File: config.mk
export PLATFORM = sky130hd
export DESIGN_NAME = bvls_ctrl
export DESIGN_NICKNAME = d
export VERILOG_FILES = /design/src/rtl/core/bvls_pkg.sv /design/src/rtl/core/bvls_ctrl.sv
export SDC_FILE = /design/constraint.sdc
export NUM_CORES = 1
export LEC_CHECK = 0
export ABC_AREA = 0
export BUFFER_PORTS_ARGS = -buffer_cell sky130_fd_sc_hd__buf_2
export CAP_MARGIN = 10
export CORE_UTILIZATION = 25
export CTS_CLUSTER_DIAMETER = 120
export DETAILED_ROUTE_END_ITERATION = 8
export SLEW_MARGIN = 10
export SYNTH_ARGS = -nofsm -noshare
export SYNTH_HDL_FRONTEND = slang
export SYNTH_SLANG_ARGS = --single-unit
File: constraint.sdc
create_clock -name clk -period 2 [get_ports clk]
set_input_delay 0.2 -clock clk [delete_from_list [all_inputs] [get_ports clk]]
set_output_delay 0.2 -clock clk [all_outputs]
set_load 0.1 [all_outputs]
File: src/rtl/core/bvls_pkg.sv
package bvls_pkg;

  localparam int DEF_MAX_BODIES = 256;

  // Configuration register map.
  localparam int CFG_AW = 3;
  localparam logic [CFG_AW-1:0] REG_MAX_LIN   = 3'd0;
  localparam logic [CFG_AW-1:0] REG_MAX_ANG   = 3'd1;
  localparam logic [CFG_AW-1:0] REG_SLEEP_LIN = 3'd2;
  localparam logic [CFG_AW-1:0] REG_SLEEP_ANG = 3'd3;
  localparam logic [CFG_AW-1:0] REG_TTS       = 3'd4;
  localparam logic [CFG_AW-1:0] REG_DT        = 3'd5;

  localparam logic [30:0] RST_MAX_LIN   = 31'd13107200;
  localparam logic [30:0] RST_MAX_ANG   = 31'd262144;
  localparam logic [30:0] RST_SLEEP_LIN = 31'd3277;
  localparam logic [30:0] RST_SLEEP_ANG = 31'd2294;
  localparam logic [31:0] RST_TTS       = 32'd32768;
  localparam logic [31:0] RST_DT        = 32'd1092;

  // Iteration counts of the shared square root and divider.
  localparam int CNT_W      = 6;
  localparam int SQRT_STEPS = 32;
  localparam int DIV_STEPS  = 64;

  typedef enum logic [3:0] {
    OP_NONE,
    OP_CLEAR,
    OP_LOAD,
    OP_MUL_XX,
    OP_MUL_YY,
    OP_MUL_LL,
    OP_MUL_SS,
    OP_CMP,
    OP_SQRT_STEP,
    OP_DIV_INIT,
    OP_DIV_STEP,
    OP_DIV_END,
    OP_FINISH
  } bvls_op_t;

  typedef struct packed {
    bvls_op_t op;
    logic     sel_y;
  } bvls_cmd_t;

  typedef struct packed {
    logic over_limit;
    logic clear_last;
  } bvls_sts_t;

endpackage

File: src/rtl/core/bvls_ctrl.sv
module bvls_ctrl
  import bvls_pkg::*;
(
  input  logic      clk,
  input  logic      rst_n,
  input  logic      in_valid,
  output logic      in_ready,
  output logic      out_valid,
  input  logic      out_ready,
  input  bvls_sts_t sts,
  output bvls_cmd_t cmd
);

  typedef enum logic [3:0] {
    S_CLEAR, S_IDLE, S_MXX, S_MYY, S_MLL, S_MSS, S_CMP, S_SQRT,
    S_DIVX_INIT, S_DIVX, S_DIVX_END, S_DIVY_INIT, S_DIVY, S_DIVY_END, S_FIN
  } state_t;

  state_t           state_r;
  logic [CNT_W-1:0] cnt_r;
  logic             out_valid_r;
  logic             slot_free;

  assign slot_free = !out_valid_r || out_ready;
  assign in_ready  = state_r == S_IDLE;
  assign out_valid = out_valid_r;

  always_comb begin
    cmd.sel_y = 1'b0;
    unique case (state_r)
      S_CLEAR:     cmd.op = OP_CLEAR;
      S_IDLE:      cmd.op = in_valid ? OP_LOAD : OP_NONE;
      S_MXX:       cmd.op = OP_MUL_XX;
      S_MYY:       cmd.op = OP_MUL_YY;
      S_MLL:       cmd.op = OP_MUL_LL;
      S_MSS:       cmd.op = OP_MUL_SS;
      S_CMP:       cmd.op = OP_CMP;
      S_SQRT:      cmd.op = OP_SQRT_STEP;
      S_DIVX_INIT: cmd.op = OP_DIV_INIT;
      S_DIVX:      cmd.op = OP_DIV_STEP;
      S_DIVX_END:  cmd.op = OP_DIV_END;
      S_DIVY_INIT: begin cmd.op = OP_DIV_INIT; cmd.sel_y = 1'b1; end
      S_DIVY:      cmd.op = OP_DIV_STEP;
      S_DIVY_END:  begin cmd.op = OP_DIV_END; cmd.sel_y = 1'b1; end
      S_FIN:       cmd.op = slot_free ? OP_FINISH : OP_NONE;
      default:     cmd.op = OP_NONE;
    endcase
  end

  always_ff @(posedge clk) begin
    if (!rst_n) begin
      state_r     <= S_CLEAR;
      cnt_r       <= '0;
      out_valid_r <= 1'b0;
    end else begin
      if (state_r == S_FIN && slot_free) begin
        out_valid_r <= 1'b1;
      end else if (out_ready) begin
        out_valid_r <= 1'b0;
      end
      unique case (state_r)
        S_CLEAR:     if (sts.clear_last) state_r <= S_IDLE;
        S_IDLE:      if (in_valid) state_r <= S_MXX;
        S_MXX:       state_r <= S_MYY;
        S_MYY:       state_r <= S_MLL;
        S_MLL:       state_r <= S_MSS;
        S_MSS:       state_r <= S_CMP;
        S_CMP: begin
          cnt_r   <= '0;
          state_r <= sts.over_limit ? S_SQRT : S_FIN;
        end
        S_SQRT: begin
          if (cnt_r == CNT_W'(SQRT_STEPS - 1)) begin
            cnt_r   <= '0;
            state_r <= S_DIVX_INIT;
          end else begin
            cnt_r <= cnt_r + CNT_W'(1);
          end
        end
        S_DIVX_INIT: state_r <= S_DIVX;
        S_DIVX: begin
          cnt_r <= cnt_r + CNT_W'(1);
          if (cnt_r == CNT_W'(DIV_STEPS - 1)) state_r <= S_DIVX_END;
        end
        S_DIVX_END:  state_r <= S_DIVY_INIT;
        S_DIVY_INIT: begin cnt_r <= '0; state_r <= S_DIVY; end
        S_DIVY: begin
          cnt_r <= cnt_r + CNT_W'(1);
          if (cnt_r == CNT_W'(DIV_STEPS - 1)) state_r <= S_DIVY_END;
        end
        S_DIVY_END:  state_r <= S_FIN;
        S_FIN: begin
          if (slot_free) begin
            state_r <= S_IDLE;
          end
        end
        default:     state_r <= S_IDLE;
      endcase
    end
  end

`ifndef SYNTH
  a_accept_starts: assert property (@(posedge clk) disable iff (!rst_n)
    (in_valid && in_ready) |=> (state_r == S_MXX))
    else $error("accepted beat did not start the datapath sequence");
  a_finish_free: assert property (@(posedge clk) disable iff (!rst_n)
    (cmd.op == OP_FINISH) |-> (!out_valid_r || out_ready))
    else $error("result written over an untaken beat");
  a_finish_valid: assert property (@(posedge clk) disable iff (!rst_n)
    (cmd.op == OP_FINISH) |=> out_valid_r)
    else $error("finished result not presented");
  a_sqrt_len: assert property (@(posedge clk) disable iff (!rst_n)
    (state_r == S_SQRT && cnt_r == CNT_W'(SQRT_STEPS - 1)) |=>
      (state_r == S_DIVX_INIT))
    else $error("square root did not end after its step count");
`endif

endmodule
==> flow_summary_export.csv, run 1 <==
group,metric,value,unit
floorplan,die_y,59.5,um
timing,slew_viol_final,0,
critical_path,crit_type,"register to primary output",
timing,fmax,528,MHz
layout,final_common_cell,"nand2_1",
critical_path,r2r_setup_slack,380,ps
floorplan,core,0.00310,mm^2
synthesis,synth_nets,116,
layout,register_area,223,um^2
synthesis,synthArstFlopShare,0,
floorplan,io-pin-count,13,
synthesis,synth_ff_type,"dfxtp_1",
synthesis,synth.mux.area_fraction,0.0121,
critical_path,path_max_fanout,13,
floorplan,die-area,0.00354,mm^2
critical_path,reg2reg_depth,4,
floorplan,start_util,0.267,
layout,final_util,0.339,
synthesis,synth_compound_area_frac,0.263,
timing,finalCritPeriodShare,0.946,
global_route,grt_pass1_vias,758,
global_route,grt_pass1_wl,3410,um
route,wl_per_cell,12.2,um
critical_path,endpoint_kind,"primary output",
global_route,grt_max_degree,20,
timing,skew,3.79,ps
clocking,clk_pin_slew,70,ps
synthesis,synth_seq_area_share,0.266,
layout,stdcell_count,165,
timing,period_minus_slack,1890,ps
timing,tns,0,ps
critical_path,startpoint_type,"register",
synthesis,synth.area.top_cells,"dfxtp_1 (27%), nand2_1 (4.5%), nor2_1 (4.1%), nand3_1 (3.6%), clkbuf_1 (3.2%)",
clocking,cts.sinks,11,
layout,area_growth,27.2,%
layout,multiInputGateArea,583,um^2
route,first_iter_violations,36,
clocking,cts_tree,"done",
pwr,total_power,0.624,mW
global_route,grt_use_total,0.127,
route,dr.pass1.iters,4,
synthesis,synth_edf_count,0,
pwr,ir_drop,0.000373,V
global_route,grt_remaining_overflow,0,
clocking,cts_root_buf,"clkbuf_4",
synthesis,synth_area_leader_cell,"dfxtp_1",
hold_path,hold_path_class,"input port to register",
floorplan,rows,20,
synthesis,synth-xor-area-share,0.0424,
synthesis,yosysWarnings,0,
route,totalWireLength,2010,um
synthesis,synth-simple-area-share,0.340,
synthesis,syn_inst,109,
timing,tightestPinTransition,530,ps
timing,final_hold_viol_count,0,
placed_design,portBuffers,12,
synthesis,synth_cell_types,45,
synthesis,netlist.area_leader.share,0.266,
placed_design,dp_slack,347,ps
hold_path,hold_depth,4,
pwr,p_leak,0.406,nW
synthesis,syn-cell-area,827,um^2
outcome,status,"completed",
route,vias_per_cell,5.22,
synthesis,synth_top_family_by_area,"simple AND/OR/NAND/NOR gates",
layout,drive_above_1_share,0.240,
placed_design,dp.cells,161,
flow_run,drv_cap,0,
route,vias,861,
clocking,cts_buffer_depth,2,
layout,n_antenna_cell,0,
timing,setup_viol,0,
synthesis,avgSynthCellArea,7.59,um^2
critical_path,cp.arrival,1690,ps
placed_design,gp_congestion,0.745,
pwr,pwr_density_cell,593,mW/mm^2
route,final_antenna_net_count,0,
clocking,cts_buffers,3,
timing,maxSlewHeadroom,0.642,
placed_design,dp_hpwl,1460,um
timing,rsz0062_at_grt,"false",
floorplan,dieWidth,59.5,um
critical_path,cp.required,1800,ps
layout,num-nets-final,129,
clocking,htreeDepth,1,
synthesis,synthAdderAreaFrac,0.0151,
layout,layout_common_cells,"nand2_1 (10), dfxtp_1 (9), nor2_1 (8), buf_2 (8), nand3_1 (6)",
route,drcViolationCount,0,
layout,nFillCells,341,
timing,finalWorstSetupSlack,107,ps
synthesis,ys_seq_elements,11,
global_route,grt_antenna_before_repair,0,
clocking,clk_latency,280,ps
## Yosys cell counts (all sizes together), types with 2 or more instances
library cell  count
a21oi             5
a31oi             2
and2              3
and3              2
and3b             2
buf               2
clkbuf            7
dfxtp            11
inv               2
nand2            10
nand3             6
nand4             2
nor2              9
nor2b             2
nor3              4
o21a              2
o21ai             9
o2bb2ai           2
o31ai             3
xnor2             2
xor2              2
## through the flow
stage | area (um^2) | hold WS [ps]
global route | 1050 | 235
detailed placement | 1020 | 528
floorplan | 865 | 401
CTS | 1050 | 230
global placement | 1020 | 522
finish | 1050 | 233
## cells by family (layout without fill, tap and decap cells)
group                      Yosys count  after routing
DFF                                 11             11
xor gates and xnor gates             4              4
AOI/OAI and AO/OA                   32             32
muxes                                1              1
buffers and inverters               11             23
and+or+nand+nor                     49             49
adders and majority gates            1              1
## final cells by class
cell class                 instances  area share
sequential                        11       0.212
multi-input combinational         87       0.554
inverter                           2     0.00713
clock buffer                       4      0.0250
tap                               44      0.0523
timing repair buffer              17       0.150
## power breakdown
part | total, mW | internal, mW | switching, mW
Clock | 0.159 | 0.0774 | 0.0811
Sequential | 0.240 | 0.225 | 0.0150
Combinational | 0.226 | 0.0816 | 0.144
## critical path, stage by stage (launching register included)
cell and delay [ps]:
dfxtp_1 540, buf_4 240, nand2_1 100, nor2_2 110, buf_2 420
## state kept, by name, indices dropped and copies added (netlist names)
signal and cells:
cnt_r 6, state_r 4, out_valid 1
## metal layers
| layer | GRT usage | wire [um] | vias to the layer above |
|---|---|---|---|
| met5 | 0 | 0 | - |
| met4 | 0.00997 | 6 | 0 |
| met3 | 0.0524 | 138 | 2 |
| met2 | 0.207 | 867 | 21 |
| met1 | 0.162 | 1000 | 406 |
| li1 | - | - | 432 |
## path summary, 6_finish.rpt
path,to,from
max reg2reg,cnt_r[5],state_r[0]
min,state_r[3],sts[1]
max,cmd[0],state_r[0]
min reg2reg,cnt_r[1],cnt_r[1]
## timing repair
item	CTS	global route
setup buffers	0	0
hold buffers	0	0
endpoints found under the hold margin	0	0
endpoints found under the setup margin	0	3
resized for setup	0	1
No activity file was read; power rests on OpenSTA's default activity.
==> run 2: changes to the inputs <==
--- a/config.mk
+++ b/config.mk
@@ -5,7 +5,7 @@
 export SDC_FILE = /design/constraint.sdc
 export NUM_CORES = 1
 export LEC_CHECK = 0
-export ABC_AREA = 0
+export ABC_AREA = 1
 export BUFFER_PORTS_ARGS = -buffer_cell sky130_fd_sc_hd__buf_2
 export CAP_MARGIN = 10
 export CORE_UTILIZATION = 25
==> flow_summary_export.csv, run 2 <==
group,metric,value,unit
layout,nFillCells,368,
global_route,grt_pass1_wl,3220,um
route,wl_per_cell,9.82,um
critical_path,worst_path_most_repeated_cell,"nand2_1",
synthesis,synth_ff_type,"dfxtp_1",
layout,final_common_cell,"nand2_1",
timing,rsz0062_at_grt,"false",
pwr,pwr_density_cell,1490,mW/mm^2
route,totalWireLength,1930,um
timing,tns,0,ps
synthesis,synth.most_common_cell,"nand2_1",
critical_path,slowest_delay,490,ps
layout,layout_common_cells,"nand2_1 (34), nor2_1 (19), inv_1 (14)",
placed_design,portBuffers,12,
route,dr.pass1.iters,2,
layout,largest_reg_flops,6,
synthesis,synth.area.top_cells,"dfxtp_1 (26%), nand2_1 (16%), nor2_1 (8.7%), inv_1 (6.1%), a21oi_1 (5.2%)",
timing,tightestPinTransition,485,ps
critical_path,critPathSlowestCell,"dfxtp_1",
synthesis,syn_inst,136,
pwr,internal_power,0.657,mW
critical_path,worstPathCellList,"nand2_1 -> nor2_4 -> nand2_1 -> nand3_2 -> buf_2",
route,drcViolationCount,0,
floorplan,io-pin-count,13,
clocking,post_cts_buffers,0,
pwr,ir_drop,0.000425,V
flow_run,drv_cap,0,
timing,finalCritPeriodShare,0.954,
critical_path,reg2reg_depth,10,
route,vias_per_cell,4.36,
route,final_antenna_net_count,0,
timing,final_hold_viol_count,0,
layout,register_area,225,um^2
clocking,cts_tree,"done",
global_route,grt_antenna_before_repair,0,
critical_path,cp.required,1800,ps
outcome,status,"completed",
layout,drive_above_1_share,0.294,
pwr,sequentialPowerShare,0.211,
timing,period_minus_slack,1910,ps
clocking,cts_root_buf,"clkbuf_4",
clocking,htreeDepth,1,
global_route,grt_max_degree,10,
synthesis,synth_nets,143,
clocking,cts.sinks,11,
clocking,cts_buffers,3,
placed_design,dp_slack,409,ps
global_route,grt_use_total,0.118,
clocking,postCtsHoldBufs,0,
floorplan,die-area,0.00368,mm^2
clocking,clk_pin_slew,80,ps
synthesis,synthArstFlopShare,0,
timing,slew_viol_final,0,
hold_path,hold_path_class,"input port to register",
synthesis,yosysWarnings,0,
placed_design,dp_hpwl,1550,um
synthesis,synth_area_leader_cell,"dfxtp_1",
synthesis,netlist.area_leader.share,0.256,
clocking,cts_resized,0,
clocking,clk_latency,270,ps
layout,regMostFlops,"cnt_r",
pwr,p_leak,0.497,nW
layout,n_antenna_cell,0,
floorplan,start_util,0.273,
pwr,p_clk_frac,0.097,
pwr,power_frac_comb,0.692,
layout,multiInputGateArea,597,um^2
route,first_iter_violations,14,
synthesis,ys_seq_elements,11,
timing,skew,5.90,ps
route,vias,859,
synthesis,syn-cell-area,861,um^2
floorplan,dieWidth,60.7,um
synthesis,avgSynthCellArea,6.33,um^2
global_route,met1_usage,0.149,
synthesis,synth_edf_count,0,
critical_path,r2r_setup_slack,430,ps
floorplan,core,0.00315,mm^2
timing,fmax,524,MHz
synthesis,synth_commonest_cells,"nand2_1 (36), nor2_1 (20), inv_1 (14), dfxtp_1 (11)",
timing,finalWorstSetupSlack,91.5,ps
critical_path,cp.arrival,1710,ps
hold_path,hold_depth,3,
layout,area_growth,26.7,%
pwr,total_power,1.62,mW
clocking,cts_buffer_depth,2,
critical_path,startpoint_type,"register",
global_route,use_met3,0.0448,
floorplan,die_y,60.7,um
critical_path,endpoint_kind,"primary output",
placed_design,gp_congestion,0.859,
layout,num-nets-final,161,
synthesis,synth_seq_area_share,0.256,
timing,maxSlewHeadroom,0.679,
critical_path,path_max_fanout,8,
global_route,grt_remaining_overflow,0,
global_route,met2_usage,0.195,
pwr,swShare,0.596,
timing,whs,191,ps
global_route,grt.busiest_layer,"met2",
pwr,p_sw,0.967,mW
synthesis,synth_cell_types,24,
timing,setup_viol,0,
critical_path,crit_type,"register to primary output",
floorplan,rows,20,
global_route,grt_pass1_vias,808,
-- run 2: power groups by stage --
| stage | sequential [mW] | clock (mW) | combinational (mW) |
|---|---|---|---|
| 5_1_grt | 0.349 | 0.177 | 1.20 |
| 4_1_cts | 0.341 | 0.162 | 1.13 |
| 2_1_floorplan | 0.323 | 0 | 0.925 |
| 3_3_place_gp | 0.345 | 0 | 1.13 |
| 6_report | 0.342 | 0.158 | 1.12 |
| 3_5_place_dp | 0.346 | 0 | 1.12 |
-- run 2: layout make-up --
type	count	area share
Tap cell	44	0.0505
Clock buffer	4	0.0241
Multi-Input combinational cell	106	0.547
Inverter	18	0.0619
Sequential cell	11	0.206
Timing Repair Buffer	14	0.110
-- run 2: critical path: cells and delay by family, from the launching register on --
kind                   cells  cell delay (ps)
buffers and inverters      1              420
flip-flops                 1              490
AND/OR/NAND/NOR            4              520
-- run 2: logic make-up (layout without fill, tap and decap cells) --
group / count (synthesis) / in the layout / synth area share
xor gates and xnor gates: 1 / 1 / 0.0102
buffers and inverters: 19 / 36 / 0.0843
and+or+nand+nor: 85 / 85 / 0.510
AOI/OAI and AO/OA: 19 / 19 / 0.125
adders and majority gates: 1 / 1 / 0.0145
DFF: 11 / 11 / 0.256
-- run 2: through the flow --
stage | instances | cell area [um^2] | util
2_1_floorplan | 136 | 901 | -
3_3_place_gp | 193 | 1060 | 0.338
3_5_place_dp | 193 | 1060 | 0.338
4_1_cts | 197 | 1090 | 0.346
5_1_grt | 197 | 1090 | 0.346
6_report | 197 | 1090 | 0.346
-- run 2: final timing paths --
check | from | endpoint
worst max-delay path | state_r[0] | cmd[2]
worst max register to register | cnt_r[0] | state_r[3]
worst min-delay path | rst_n | state_r[3]
worst min register to register | cnt_r[2] | cnt_r[2]
-- run 2: per-layer routing --
metal,up-vias,share of wire
met4,0,0.0078
met5,-,0
li1,473,-
met1,370,0.51
met3,2,0.041
met2,14,0.44
==> run 3: changes to the inputs <==
--- a/config.mk
+++ b/config.mk
@@ -8,6 +8,7 @@
 export ABC_AREA = 1
 export BUFFER_PORTS_ARGS = -buffer_cell sky130_fd_sc_hd__buf_2
 export CAP_MARGIN = 10
+export CORE_ASPECT_RATIO = 0.75
 export CORE_UTILIZATION = 25
 export CTS_CLUSTER_DIAMETER = 120
 export DETAILED_ROUTE_END_ITERATION = 8
==> constraint.sdc (replaced) <==
create_clock -name clk -period 2 [get_ports clk]
set_input_delay 0.3 -clock clk [delete_from_list [all_inputs] [get_ports clk]]
set_output_delay 0.3 -clock clk [all_outputs]
set_load 0.1 [all_outputs]
==> flow_summary_export.csv, run 3 (synthesis results as in run 2) <==
group,metric,value,unit
global_route,grt_antenna_before_repair,0,
route,drcViolationCount,0,
route,totalWireLength,1900,um
placed_design,gp_congestion,0.795,
timing,final_hold_viol_count,0,
timing,finalCritPeriodShare,0.928,
global_route,grt_max_degree,10,
clocking,postCtsHoldBufs,0,
placed_design,portBuffers,12,
clocking,cts_buffers,3,
layout,layout_common_cells,"nand2_1 (33), nor2_1 (19), inv_1 (14)",
outcome,status,"completed",
layout,n_antenna_cell,0,
global_route,grt_pass1_wl,3510,um
critical_path,endpoint_kind,"primary output",
timing,maxSlewHeadroom,0.680,
floorplan,start_util,0.262,
hold_path,hold_path_class,"input port to register",
floorplan,core,0.00329,mm^2
timing,setup_viol,0,
clocking,cts.sinks,11,
timing,fmax,539,MHz
timing,slew_viol_final,0,
clocking,cts_buffer_depth,2,
critical_path,cp.arrival,1560,ps
layout,regMostFlops,"cnt_r",
timing,period_minus_slack,1860,ps
timing,finalWorstSetupSlack,144,ps
clocking,cts_root_buf,"clkbuf_8",
layout,final_common_cell,"nand2_1",
floorplan,dieWidth,69.8,um
layout,stdcell_count,191,
timing,tightestPinTransition,483,ps
floorplan,die-area,0.00368,mm^2
layout,largest_reg_flops,6,
placed_design,dp.cells,187,
layout,num-nets-final,159,
critical_path,crit_type,"register to primary output",
placed_design,dp_hpwl,1550,um
pwr,p_leak,0.523,nW
layout,drive_above_1_share,0.318,
floorplan,die_y,52.8,um
global_route,grt_remaining_overflow,0,
flow_run,drv_cap,0,
pwr,ir_drop,0.000669,V
route,vias,869,
critical_path,cp.required,1700,ps
route,vias_per_cell,4.55,
clocking,clk_pin_slew,50,ps
clocking,htreeDepth,1,
timing,skew,4.53,ps
global_route,grt_use_total,0.121,
critical_path,path_max_fanout,6,
pwr,pwr_density_cell,1560,mW/mm^2
placed_design,dp_slack,233,ps
timing,rsz0062_at_grt,"false",
route,wl_per_cell,9.92,um
clocking,clk_latency,240,ps
route,dr.pass1.iters,4,
layout,area_growth,33.1,%
floorplan,io-pin-count,13,
layout,nFillCells,335,
clocking,cts_tree,"done",
floorplan,rows,18,
critical_path,startpoint_type,"register",
route,final_antenna_net_count,0,
route,first_iter_violations,54,
global_route,grt_pass1_vias,806,
run 3: worst paths after layout:
kind                            cells past startpoint         end        from  slack [ps]
worst max register to register                     10  state_r[3]    cnt_r[0]         410
worst min-delay path                                3  state_r[3]       rst_n         340
worst max-delay path                                8      cmd[4]  state_r[2]         140
worst min register to register                      2    cnt_r[2]    cnt_r[2]         510
run 3: worst max-delay path, stage by stage (launching register included):
cell and delay (ps):
dfxtp_4 390, inv_2 80, nand2_1 120, nor2_4 70
inv_1 100, o21ai_4 80, a21oi_2 190, nand3_2 110
buf_12 180
run 3: where the power goes:
part	switching (mW)	internal, mW
logic	0.846	0.359
registers	0.0829	0.278
clock network	0.0840	0.140
run 3: final cells by class:
| type | instances | area (um^2) | share of cell area |
|---|---|---|---|
| sequential | 11 | 231 | 0.202 |
| tap | 40 | 50.0 | 0.0437 |
| inverter | 18 | 70.1 | 0.0611 |
| timing repair buffer | 12 | 123 | 0.107 |
| multi-input combinational | 106 | 627 | 0.547 |
| clock buffer | 4 | 45.0 | 0.0393 |
run 3: metal layers:
metal | wire, um | track usage
met3 | 61 | 0.0288
met5 | 0 | 0
met4 | 23 | 0.0467
met1 | 966 | 0.155
met2 | 844 | 0.197
run 3: repair_timing:
item                       in CTS  in global routing
setup buffers                   0                  0
cloned                          0                  0
setup endpoints to repair       1                  3
gates resized for setup         1                  3
run 3: stage by stage:
stage / hold slack (ps) / cell area [um^2] / utilization / power (mW) / TNS (ps)
after floorplan: 411 / 928 / - / 1.29 / -374
after global placement: 496 / 1090 / 0.331 / 1.55 / 0
after detailed placement: 495 / 1090 / 0.331 / 1.55 / 0
after CTS: 343 / 1140 / 0.346 / 1.79 / 0
after global routing: 363 / 1150 / 0.349 / 1.90 / 0
final: 343 / 1150 / 0.349 / 1.79 / 0
